<file path="src/hw/rtl/ffa_pkg.sv">
// Package for the first-fit region allocator: field widths, command, status
// and register codes, and the divider result word. Used by ffa_div and the allocator.
// No dependencies.
`default_nettype none
package ffa_pkg;

  localparam int CMD_W  = 2;
  localparam int SIZE_W = 27;
  localparam int OFF_W  = 26;
  localparam int STAT_W = 2;
  localparam int BB_W   = 17;
  localparam int BIU_W  = 11;
  localparam int DVD_W  = 28;

  localparam logic [CMD_W-1:0] CMD_CLAIM   = 2'd0;
  localparam logic [CMD_W-1:0] CMD_RELEASE = 2'd1;
  localparam logic [CMD_W-1:0] CMD_CLEAR   = 2'd2;
  localparam logic [CMD_W-1:0] CMD_RSVD    = 2'd3;

  localparam logic [STAT_W-1:0] ST_CLAIMED = 2'd0;
  localparam logic [STAT_W-1:0] ST_NO_ROOM = 2'd1;
  localparam logic [STAT_W-1:0] ST_DONE    = 2'd2;
  localparam logic [STAT_W-1:0] ST_BAD     = 2'd3;

  localparam logic REG_BLOCK_BYTES   = 1'b0;
  localparam logic REG_BLOCKS_IN_USE = 1'b1;

  localparam logic [BB_W-1:0]  BB_RESET  = 17'd64;
  localparam logic [BIU_W-1:0] BIU_RESET = 11'd1024;
  localparam logic [33:0]      OFF_MAX   = 34'h3FFFFFF;

  typedef struct packed {
    logic             done;
    logic [DVD_W-1:0] quot;
    logic [BB_W-1:0]  rem;
  } div_res_t;

endpackage
`default_nettype wire

</file>
<file path="src/hw/rtl/ffa_div.sv">
// Restoring divider, one quotient bit per cycle.
// Depends on ffa_pkg.
`default_nettype none
module ffa_div (
  input  wire logic                   clk,
  input  wire logic                   rst,
  input  wire logic                   start,
  input  wire logic [ffa_pkg::DVD_W-1:0] dividend,
  input  wire logic [ffa_pkg::BB_W-1:0]  divisor,
  output ffa_pkg::div_res_t           res
);
  import ffa_pkg::*;

  logic [DVD_W-1:0] q;
  logic [BB_W-1:0]  rem;
  logic [BB_W-1:0]  dvs;
  logic [4:0]       cnt;
  logic             busy;
  logic             done;
  logic [BB_W:0]    trial;

  assign trial = {rem, q[DVD_W-1]};

  // Control: counter and completion pulse.
  always_ff @(posedge clk) begin
    if (rst) begin
      busy <= 1'b0;
      done <= 1'b0;
      cnt  <= '0;
    end else begin
      done <= 1'b0;
      if (start) begin
        busy <= 1'b1;
        cnt  <= 5'(DVD_W);
      end else if (busy) begin
        cnt <= cnt - 5'd1;
        if (cnt == 5'd1) begin
          busy <= 1'b0;
          done <= 1'b1;
        end
      end
    end
  end

  // Datapath: shift in one dividend bit and subtract where it fits.
  always_ff @(posedge clk) begin
    if (start) begin
      q   <= dividend;
      rem <= '0;
      dvs <= divisor;
    end else if (busy) begin
      if (trial >= {1'b0, dvs}) begin
        rem <= BB_W'(trial - {1'b0, dvs});
        q   <= {q[DVD_W-2:0], 1'b1};
      end else begin
        rem <= trial[BB_W-1:0];
        q   <= {q[DVD_W-2:0], 1'b0};
      end
    end
  end

  assign res.done = done;
  assign res.quot = q;
  assign res.rem  = rem;

endmodule
`default_nettype wire

</file>
<file path="src/hw/rtl/ffa_map_ram.sv">
// Occupancy map memory: one write port, one read port, registered read data.
// No dependencies.
`default_nettype none
module ffa_map_ram #(
  parameter int DEPTH = 32,
  parameter int WIDTH = 32,
  parameter int AW    = 5
) (
  input  wire logic             clk,
  input  wire logic             we,
  input  wire logic [AW-1:0]    waddr,
  input  wire logic [WIDTH-1:0] wdata,
  input  wire logic             re,
  input  wire logic [AW-1:0]    raddr,
  output logic      [WIDTH-1:0] rdata
);

  logic [WIDTH-1:0] mem [DEPTH];

  // Write port.
  always_ff @(posedge clk) begin
    if (we) begin
      mem[waddr] <= wdata;
    end
  end

  // Read port.
  always_ff @(posedge clk) begin
    if (re) begin
      rdata <= mem[raddr];
    end
  end

endmodule
`default_nettype wire

</file>
<file path="src/hw/rtl/bitmap_first_fit_region_allocator.sv">
// First-fit contiguous block allocator over a one-bit-per-block map.
// Slave words carry a command in s_tuser and sizes in s_tdata; each word
// yields one master word with the status in m_tuser and the claimed byte
// offset in m_tdata. The map lives in a memory of MAP_WORD_BITS-bit words.
// Sizes are rounded with a serial divider (a release runs it twice). A
// claim then scans the map one block per cycle, pausing at each map word
// for a memory read, checks the offset product (S_MUL, S_MUL_CHK), and marks
// the run by read-modify-write passes (S_W_RD, S_W_MOD) over each word from
// word 0 to the run's last word. A release clears in the same way. Clear
// resets the per-word valid bits and goes straight to the result.
// s_tready is high only when no word is in work; a finished result waits in
// the output register while the next word is taken. A result that cannot
// leave because m_tready is low holds the block until it is taken.
// Reset sets block_bytes to 64 and blocks_in_use to 1024 and marks every
// map word free through per-word valid bits, so no clearing pass is needed.
// Configuration writes are taken at any edge with cfg_we high.
`default_nettype none
module bitmap_first_fit_region_allocator #(
  parameter int MAX_BLOCKS    = 1024,
  parameter int MAP_WORD_BITS = 32
) (
  input  wire logic        clk,
  input  wire logic        rst,
  input  wire logic        s_tvalid,
  output logic             s_tready,
  // s_tdata from bit 0: size_bytes[26:0], offset_bytes[25:0], zero pad.
  input  wire logic [55:0] s_tdata,
  // s_tuser: cmd[1:0].
  input  wire logic [ffa_pkg::CMD_W-1:0] s_tuser,
  output logic             m_tvalid,
  input  wire logic        m_tready,
  // m_tdata from bit 0: claimed_offset[25:0], zero pad.
  output logic      [31:0] m_tdata,
  // m_tuser: status[1:0].
  output logic      [ffa_pkg::STAT_W-1:0] m_tuser,
  input  wire logic        cfg_we,
  input  wire logic        cfg_index,
  input  wire logic [ffa_pkg::BB_W-1:0] cfg_data
);
  import ffa_pkg::*;

  localparam int W     = MAP_WORD_BITS;
  localparam int WORDS = (MAX_BLOCKS + W - 1) / W;
  localparam int WA    = (WORDS > 1) ? $clog2(WORDS) : 1;
  localparam int BI    = (W > 1) ? $clog2(W) : 1;
  localparam int PW    = $clog2(WORDS * W + 1);

  typedef enum logic [3:0] {
    S_IDLE, S_DIV_CNT, S_WAIT_CNT, S_DIV_OFF, S_WAIT_OFF, S_SC_RD, S_SC_LD,
    S_SC_BIT, S_MUL, S_MUL_CHK, S_W_RD, S_W_MOD, S_RESULT
  } state_t;

  state_t            state;
  logic [BB_W-1:0]   block_bytes;
  logic [BIU_W-1:0]  blocks_in_use;
  logic [WORDS-1:0]  valid;
  logic [CMD_W-1:0]  cmd;
  logic [SIZE_W-1:0] size;
  logic [OFF_W-1:0]  offset;
  logic [DVD_W-1:0]  count;
  logic [PW-1:0]     nblk;
  logic [PW-1:0]     gi;
  logic [PW-1:0]     run;
  logic [WA-1:0]     widx;
  logic [BI-1:0]     bidx;
  logic [PW-1:0]     base;
  logic [PW-1:0]     lo;
  logic [PW-1:0]     hi;
  logic              op_set;
  logic [W-1:0]      wreg;
  logic [33:0]       prod;
  logic [STAT_W-1:0] res_status;
  logic [OFF_W-1:0]  res_off;
  div_res_t          div_res;
  logic              div_start;
  logic [DVD_W-1:0]  div_dvd;
  logic [W-1:0]      rdata;
  logic [W-1:0]      rword;
  logic [W-1:0]      mask;
  logic [W-1:0]      wdata;
  logic              ram_re;
  logic              ram_we;
  logic              bit_used;
  logic [DVD_W:0]    rel_end;

  // Effective block count, capped at the map size.
  assign nblk = (32'(blocks_in_use) > 32'(MAX_BLOCKS)) ? PW'(MAX_BLOCKS)
                                                       : PW'(blocks_in_use);

  // Divider operand: rounded-up size first, then the release offset.
  assign div_start = (state == S_DIV_CNT) || (state == S_DIV_OFF);
  assign div_dvd   = (state == S_DIV_CNT)
                   ? DVD_W'({1'b0, size} + {11'b0, block_bytes} - 28'd1)
                   : DVD_W'(offset);

  ffa_div u_div (
    .clk      (clk),
    .rst      (rst),
    .start    (div_start),
    .dividend (div_dvd),
    .divisor  (block_bytes),
    .res      (div_res)
  );

  // Map memory access: reads in scan and update passes, writes on modify.
  assign ram_re = (state == S_SC_RD) || (state == S_W_RD);
  assign ram_we = (state == S_W_MOD);
  assign rword  = valid[widx] ? rdata : '0;

  // Word mask of the blocks in [lo, hi) for the current word.
  always_comb begin
    for (int b = 0; b < W; b++) begin
      mask[b] = ((base + PW'(b)) >= lo) && ((base + PW'(b)) < hi);
    end
  end
  assign wdata    = op_set ? (rword | mask) : (rword & ~mask);
  assign bit_used = wreg[bidx];
  assign rel_end  = {1'b0, div_res.quot} + {1'b0, count};

  ffa_map_ram #(.DEPTH(WORDS), .WIDTH(W), .AW(WA)) u_ram (
    .clk   (clk),
    .we    (ram_we),
    .waddr (widx),
    .wdata (wdata),
    .re    (ram_re),
    .raddr (widx),
    .rdata (rdata)
  );

  assign s_tready = (state == S_IDLE);

  // Configuration registers.
  always_ff @(posedge clk) begin
    if (rst) begin
      block_bytes   <= BB_RESET;
      blocks_in_use <= BIU_RESET;
    end else if (cfg_we) begin
      unique case (cfg_index)
        REG_BLOCK_BYTES:   block_bytes   <= cfg_data;
        REG_BLOCKS_IN_USE: blocks_in_use <= cfg_data[BIU_W-1:0];
        default:           ;
      endcase
    end
  end

  // Sequencer and registered outputs.
  always_ff @(posedge clk) begin
    if (rst) begin
      state    <= S_IDLE;
      valid    <= '0;
      m_tvalid <= 1'b0;
    end else begin
      // The result state reloads the output register itself.
      if (m_tvalid && m_tready && state != S_RESULT) begin
        m_tvalid <= 1'b0;
      end
      unique case (state)
        S_IDLE: begin
          if (s_tvalid) begin
            cmd    <= s_tuser;
            size   <= s_tdata[SIZE_W-1:0];
            offset <= s_tdata[SIZE_W+OFF_W-1:SIZE_W];
            if (s_tuser == CMD_CLEAR) begin
              valid      <= '0;
              res_status <= ST_DONE;
              res_off    <= '0;
              state      <= S_RESULT;
            end else if (s_tuser != CMD_CLAIM && s_tuser != CMD_RELEASE ||
                         s_tdata[SIZE_W-1:0] == '0 || block_bytes == '0) begin
              res_status <= ST_BAD;
              res_off    <= '0;
              state      <= S_RESULT;
            end else begin
              state <= S_DIV_CNT;
            end
          end
        end
        S_DIV_CNT: state <= S_WAIT_CNT;
        S_WAIT_CNT: begin
          if (div_res.done) begin
            count   <= div_res.quot;
            res_off <= '0;
            if (cmd == CMD_RELEASE) begin
              state <= S_DIV_OFF;
            end else if (div_res.quot > DVD_W'(nblk)) begin
              res_status <= ST_NO_ROOM;
              state      <= S_RESULT;
            end else begin
              gi    <= '0;
              run   <= '0;
              widx  <= '0;
              bidx  <= '0;
              state <= S_SC_RD;
            end
          end
        end
        S_DIV_OFF: state <= S_WAIT_OFF;
        S_WAIT_OFF: begin
          if (div_res.done) begin
            if (div_res.rem != '0) begin
              res_status <= ST_BAD;
              state      <= S_RESULT;
            end else if (div_res.quot >= DVD_W'(nblk)) begin
              res_status <= ST_DONE;
              state      <= S_RESULT;
            end else begin
              lo     <= PW'(div_res.quot);
              hi     <= (rel_end > (DVD_W+1)'(nblk)) ? nblk : PW'(rel_end);
              op_set <= 1'b0;
              widx   <= '0;
              base   <= '0;
              state  <= S_W_RD;
            end
          end
        end
        S_SC_RD: state <= S_SC_LD;
        S_SC_LD: begin
          wreg  <= rword;
          state <= S_SC_BIT;
        end
        S_SC_BIT: begin
          if (gi >= nblk) begin
            res_status <= ST_NO_ROOM;
            state      <= S_RESULT;
          end else if (!bit_used && (DVD_W'(run) + 28'd1 >= count)) begin
            lo    <= PW'(DVD_W'(gi) + 28'd1 - count);
            hi    <= gi + PW'(1);
            state <= S_MUL;
          end else begin
            run <= bit_used ? '0 : run + PW'(1);
            gi  <= gi + PW'(1);
            if (32'(bidx) == W - 1) begin
              bidx  <= '0;
              widx  <= widx + WA'(1);
              state <= S_SC_RD;
            end else begin
              bidx <= bidx + BI'(1);
            end
          end
        end
        S_MUL: begin
          prod  <= 34'(lo) * 34'(block_bytes);
          state <= S_MUL_CHK;
        end
        S_MUL_CHK: begin
          if (prod > OFF_MAX) begin
            res_status <= ST_NO_ROOM;
            state      <= S_RESULT;
          end else begin
            res_off <= prod[OFF_W-1:0];
            op_set  <= 1'b1;
            widx    <= '0;
            base    <= '0;
            state   <= S_W_RD;
          end
        end
        S_W_RD: state <= S_W_MOD;
        S_W_MOD: begin
          valid[widx] <= 1'b1;
          if (32'(base) + W >= 32'(hi)) begin
            res_status <= op_set ? ST_CLAIMED : ST_DONE;
            state      <= S_RESULT;
          end else begin
            widx  <= widx + WA'(1);
            base  <= base + PW'(W);
            state <= S_W_RD;
          end
        end
        S_RESULT: begin
          if (!m_tvalid || m_tready) begin
            m_tvalid <= 1'b1;
            m_tuser  <= res_status;
            m_tdata  <= {6'b0, res_off};
            state    <= S_IDLE;
          end
        end
        default: state <= S_IDLE;
      endcase
    end
  end

endmodule
`default_nettype wire
</file>
<file path="config.mk">
export PLATFORM = sky130hd
export DESIGN_NAME = bitmap_first_fit_region_allocator
export DESIGN_NICKNAME = d
export VERILOG_FILES = /design/src/hw/rtl/ffa_pkg.sv /design/src/hw/rtl/ffa_div.sv /design/src/hw/rtl/ffa_map_ram.sv /design/src/hw/rtl/bitmap_first_fit_region_allocator.sv
export SDC_FILE = /design/constraint.sdc
export NUM_CORES = 2
export LEC_CHECK = 0
export BUFFER_PORTS_ARGS = -buffer_cell sky130_fd_sc_hd__buf_2
export CAP_MARGIN = 20
export CORE_MARGIN = 5
export CORE_UTILIZATION = 45
export DETAILED_ROUTE_END_ITERATION = 8
export PLACE_DENSITY_LB_ADDON = 0.05
export SETUP_SLACK_MARGIN = 0.1
export SLEW_MARGIN = 10
export SYNTH_ARGS = -nofsm -noshare
export SYNTH_HDL_FRONTEND = slang
export SYNTH_HIERARCHICAL = 1
export SYNTH_SLANG_ARGS = --single-unit
</file>
<file path="constraint.sdc">
create_clock -name clk -period 16.3 [get_ports clk]
set_input_delay 3.26 -clock clk [delete_from_list [all_inputs] [get_ports clk]]
set_output_delay 3.26 -clock clk [all_outputs]
set_load 0.005 [all_outputs]
</file>
## Word level (Yosys, flattened, before mapping)

Memories as Yosys holds them, arrays and structs flattened. A register that Yosys moved wholly into a read port is not among the register bits.
Index checks and enable logic that the tools add are counted.

| operators by class | value |
|---|---|
| multipliers | 1 |
| $lt $le $gt $ge | 76 |
| reductions and logical operators | 76 |
| equal/unequal tests | 40 |
| add/subtract/negate cells | 45 |
| muxes and demuxes | 114 |
| bitwise logic cells | 7 |

Operators by type and width:

| cell | number |
|---|---|
| 11-bit greater-or-equal comparator | 33 |
| 11-bit < comparator | 32 |
| 11-bit two-way mux | 25 |
| 11-bit by 5-bit adder with 11-bit output, second input constant | 16 |
| 26-bit two-way mux | 5 |
| 32-bit two-way mux | 4 |
| 11-bit by 4-bit adder with 11-bit output, second input constant | 8 |
| 11-bit one-hot mux with 2 select lines | 4 |
| 28-bit two-way mux | 3 |
| 5-bit two-way mux | 16 |
| 26-bit one-hot mux with 3 select lines | 1 |
| 32-bit bitwise OR | 2 |
| 32-bit one-hot mux with 2 select lines | 1 |
| 4-bit one-hot mux with 13 select lines | 1 |
| 11-bit by 1-bit adder with 11-bit output, second input constant | 4 |
| 11-bit by 3-bit adder with 11-bit output, second input constant | 4 |
| 4-bit two-way mux | 11 |
| 1-bit logical AND | 37 |
| 11-bit one-hot mux with 3 select lines | 1 |
| 32-bit bitwise AND | 1 |
| 32-bit inverter | 1 |
| 2-bit inequality test, second input constant | 15 |
| 28-bit by 28-bit adder with 29-bit output | 1 |
| 29-bit by 11-bit greater-than comparator with 1-bit output | 1 |
| 62 further kinds | 132 |

| storage, ports and cells | value |
|---|---|
| memories | 1 |
| bits of input ports | 81 |
| RAM bits | 1024 |
| bits in registers | 399 |
| output and inout bits | 36 |

Memories:

| name | depth | width | read ports | clocked after memory_dff | write ports | line | RTL |
|---|---|---|---|---|---|---|---|
| u_ram.mem | 32 | 32 | 1 | 1 | 1 | ffa_map_ram.sv:18 | `logic [WIDTH-1:0] mem [DEPTH];` |

## Longest topological paths before layout

| depth | value |
|---|---|
| word-level depth | 8 |
| depth in mapped cells | 25 |
| depth with buffers taken out | 22 |

## By module

Netlist, hierarchy kept.

By module, submodules not included:

| module | instances | cells each | seq. area each (um^2) | area an instance (um^2) |
|---|---|---|---|---|
| ffa_map_ram | 1 | 2260 | 31710.4 | 40810.4 |
| bitmap_first_fit_region_allocator | 1 | 2615 | 9108.7 | 25268.0 |
| ffa_div | 1 | 323 | 1831.8 | 3653.5 |

## Least setup slack after synthesis

OpenSTA, ideal clock, no wires.

| path | value |
|---|---|
| path kind | input port to flip-flop |
| start | in rst |
| end | reg m_tdata[0], enable pin |
| buffers on the path | 1 |
| stages on the path | 2 |
| slack | 9.328 ns |
| arrival | 6.478 ns |
| library setup time | 0.494 ns |
| cell sequence | clkbuf_1 > nor4b_1 |

| on the way | value |
|---|---|
| longest elaborated chain between the ends | 2 |

Ends and longest elaborated chain:

| what | line | RTL |
|---|---|---|
| from (decl) | bitmap_first_fit_region_allocator.sv:23 | `input wire logic rst,` |
| 1-bit inverter (no line) | -- |  |
| 3-bit AND reduction (no line) | -- |  |
| to (signal assigned) | bitmap_first_fit_region_allocator.sv:273 | `m_tdata <= {6'b0, res_off};` |
| to (decl) | bitmap_first_fit_region_allocator.sv:33 | `output logic [31:0] m_tdata,` |

Every way passes these cells.
A chain may end at the register's enable or synchronous reset.

## Worst setup path in the final report

| path | value |
|---|---|
| start | reg lo[6] |
| end | reg prod[27], data pin |

| on the way | value |
|---|---|
| longest elaborated chain between the ends | 1 |

Ends and longest elaborated chain:

| what | line | RTL |
|---|---|---|
| from (decl) | bitmap_first_fit_region_allocator.sv:67 | `logic [PW-1:0] lo;` |
| from (signal assigned) | bitmap_first_fit_region_allocator.sv:207 | `lo <= PW'(div_res.quot);` |
| from (signal assigned) | bitmap_first_fit_region_allocator.sv:226 | `lo <= PW'(DVD_W'(gi) + 28'd1 - count);` |
| 11-bit by 17-bit multiplier with 28-bit output | bitmap_first_fit_region_allocator.sv:242 | `prod <= 34'(lo) * 34'(block_bytes);` |
| to (signal assigned) | bitmap_first_fit_region_allocator.sv:242 |  |
| to (decl) | bitmap_first_fit_region_allocator.sv:71 | `logic [33:0] prod;` |

Every way passes these cells.

==> metrics.log <==
INFO  metric grt_start_max_net_pins = 125
INFO  metric detailroute.via_count = 42.2k
INFO  metric critPathSlowestCell = edfxtp_1
INFO  metric yosysUniqueCellTypes = 91
INFO  metric synth_area = 69700 um^2
INFO  metric outcome = complete, no violations
INFO  metric critical-path-max-stage-delay = 0.66 ns
INFO  metric drt.antenna.violating_nets = 0
INFO  metric synth.avg_cell_area = 13.4 um^2
INFO  metric post-synth-top-count-cell = edfxtp_1
INFO  metric grt_antenna_before_repair = 0
INFO  metric peakVddDrop = 0.101 mV
INFO  metric worst_slew_margin_relative_to_its_limit = 27.8%
INFO  metric gr-total-overflow = 0
INFO  metric placement_rows = 144
INFO  metric synth.area.top_cells = edfxtp_1, mux2i_1, ha_1
INFO  metric synth_commonest_cells = edfxtp_1, mux2i_1, nand2_1
INFO  metric number_of_cts_inserted_buffers = 159
INFO  metric place.gp.congestion = 0.886
INFO  metric worstRegToRegCells = 22
INFO  metric design.core.area = 154000 um^2
INFO  metric crit_chain = clkinv_1 -> nor2_1 -> fa_1 -> inv_1 -> fa_1 -> inv_1 -> fa_1 -> fa_1 -> inv_1 -> fa_1 -> inv_1 -> ha_1 -> and3_1 -> a221o_1 -> a311o_1 -> a21oi_1 -> o21a_1 -> a21oi_1 -> nand4_1 -> nand4b_1 -> a21oi_1 -> xnor2_1
INFO  metric worst_pin_slew = 1.08 ns
INFO  metric critPathMostFrequentCell = fa_1
INFO  metric postSynth.topFlopCell = edfxtp_1
INFO  metric min_period = 6.62 ns
INFO  metric fin_worst_skew = 0.0604 ns
INFO  metric timing.rr.end = prod[27]
INFO  metric power.leakage = 28.3 nW
INFO  metric final-instance-count-excl-fill = 7472
INFO  metric clock_sink_count = 1450
INFO  metric final_max_slew_viol_count = 0
INFO  metric fp.dieH = 404 um
INFO  metric cts.root.buffer_cell = clkbuf_16
INFO  metric post-place-ws = 9.63 ns
INFO  metric fillerInstances = 13.2k
INFO  metric worstSetupStartpoint = lo[6]
INFO  metric die_area = 163000 um^2
INFO  metric crit_fanout = 11
INFO  metric arrival_worst_endpoint = 7.14 ns
INFO  metric post_cts.resized_instances = 0
INFO  metric clkSlewWorstSetupHoldPaths = 0.06 ns
INFO  metric finalHoldViolations = 0
INFO  metric place.port_buffers = 107
INFO  metric floorplan_die_width = 404 um
INFO  metric critPathCaptureType = flip-flop
INFO  metric synth_seq_area_share = 61.2%
INFO  metric final_nets = 5773
INFO  metric ys_seq_elements = 1450
INFO  metric drt_drc_violations_left = 0
INFO  metric io_count = 117
INFO  metric yosysTopAreaCellShare = 58.6%
INFO  metric syn2layout_area_growth = 11.3%
INFO  metric hpwlAfterDp = 113000 um
INFO  metric clock_path_buffers = 3
INFO  metric number_of_global_route_vias_before_repair = 41.8k
INFO  metric share_of_layout_cells_above_drive_strength_1 = 10.4%
INFO  metric detail_route.wirelength = 186000 um
INFO  metric tritoncts = done
INFO  metric global_route.usage.total = 22.4%
INFO  metric power_density = 128 nW/um^2
INFO  metric cts_max_level = 4
INFO  metric holdPathStages = 0
INFO  metric numPlacedInstances = 7185
INFO  metric synth_warnings = 6
INFO  metric initial_utilization = 45.3%
INFO  metric final_critical_path_setup_slack = 9.68 ns
INFO  metric setup.reg_to_reg.worst_slack = 9.68 ns
INFO  metric postCtsHoldBufs = 0
INFO  metric cp_data_required_time = 16.82 ns
INFO  metric utilization_of_the_core_after_routing = 50.4%
INFO  metric yosys.area.top_type = edfxtp_1
INFO  metric drt-wirelength-per-cell = 24.9 um
INFO  metric fin_crit_sh = 40.6%
INFO  metric hp-class = reg2reg
INFO  metric synthesis.instances = 5198
INFO  metric critical_path.startpoint_type = flip-flop
INFO  metric post_cts_setup_buffer_count = 0
INFO  metric synth_async_sr_flop_share = 0%
INFO  metric finalSetupTns = 0 ns
INFO  metric worst_skew_pair.late_latency = 0.79 ns
INFO  metric global_route_wire_length_before_repair = 274000 um
INFO  metric crit_type = reg2reg
INFO  metric timing.fmax = 151 MHz
INFO  metric synth_edf_count = 1361
INFO  metric crit_end = prod[27]
INFO  metric final-setup-viol-count = 0
INFO  metric max_cap_violations = 0
INFO  metric critical_path.reg2reg.startpoint = lo[6]
INFO  metric rsz0062_at_grt = no
INFO  metric drt-pass1-iter-count = 6
INFO  metric drtIter0Drc = 3149
INFO  metric detail_route.vias_per_cell = 5.65
-- state kept, by name, indices dropped and copies added (netlist names), 27 cells and up --
name / flops
u_ram/mem: 1024
u_ram/rdata: 32
count: 28
u_div/q: 28
prod: 28
wreg: 32
valid: 32
size: 27
-- report_power, final --
part / switching, W / internal [W]
sequential: 0.000156 / 0.00438
clock: 0.00150 / 0.00192
combinational: 0.00123 / 0.000717
total: 0.00288 / 0.00702
-- how the worst min path moves through the flow --
stage / from / endpoint
floorplan: res_off[0] / m_tdata[0]
global placement: res_off[4] / m_tdata[4]
detailed placement: res_off[15] / m_tdata[15]
CTS: res_off[15] / m_tdata[15]
global route: res_off[23] / m_tdata[23]
finish: res_off[8] / m_tdata[8]
-- placed cells by master, fill, tap and decap left out, drive strengths merged, types with 60 or more instances in the layout --
master	n
edfxtp	1361
mux2i	536
nand2	380
inv	344
a21oi	283
nor2	279
ha	247
clkbuf	205
buf	196
nand3	146
fa	138
o21ai	109
a22oi	107
dfxtp	89
and2	75
clkinv	68
nor3	66
a22o	64
xnor2	62
a21o	61
mux2	61
and3	60
-- cell type report --
class / instances / area [um^2] / share of cell area (%)
inverter: 345 / 1290 / 1.67
multi-input combinational: 3154 / 24900 / 32.0
tap: 2044 / 2560 / 3.29
timing repair buffer: 197 / 1300 / 1.68
clock inverter: 77 / 729 / 0.940
clock buffer: 204 / 4230 / 5.45
antenna: 1 / 2.50 / 0.00322
sequential: 1450 / 42700 / 54.9
-- stage by stage --
step                hold slack [ns]  total power [W]  area, um^2
detailed placement            0.405          0.00654       72600
global placement              0.405          0.00652       72600
floorplan                     0.400          0.00595       69800
CTS                           0.418          0.00997       77500
finish                        0.417          0.00990       77600
global route                  0.424           0.0104       77600
-- cell families after synthesis --
family	Yosys count	share of synthesized area, %
buffers and inverters	599	3.70
flip-flops	1450	61.2
multiplexers	615	9.27
AND/OR/NAND/NOR	1190	8.09
XOR/XNOR	105	1.32
adder cells (fa/ha/maj)	385	8.39
other	1	0.00538
AO/OA/AOI/OAI	853	8.06
-- per-layer routing --
layer	global-route usage, %	share of wire [%]	wire length [um]	vias to the layer above
met2	38.9	50	93300	1058
met3	2.88	4.2	7900	279
met5	0	0	0	-
met4	6.89	3.0	5590	0
li1	-	-	-	19500
met1	29.6	43	79600	21400
-- critical path: cells and delay by family (launching register included) --
family	cells	cell delay (ns)
buffers and inverters	5	0.76
adder cells (fa/ha/maj)	6	2.71
XOR/XNOR	1	0.07
AND/OR/NAND/NOR	4	0.68
flip-flops	1	0.66
AO/OA/AOI/OAI	6	1.47
Note: power is estimated with default switching activity, not from simulation.
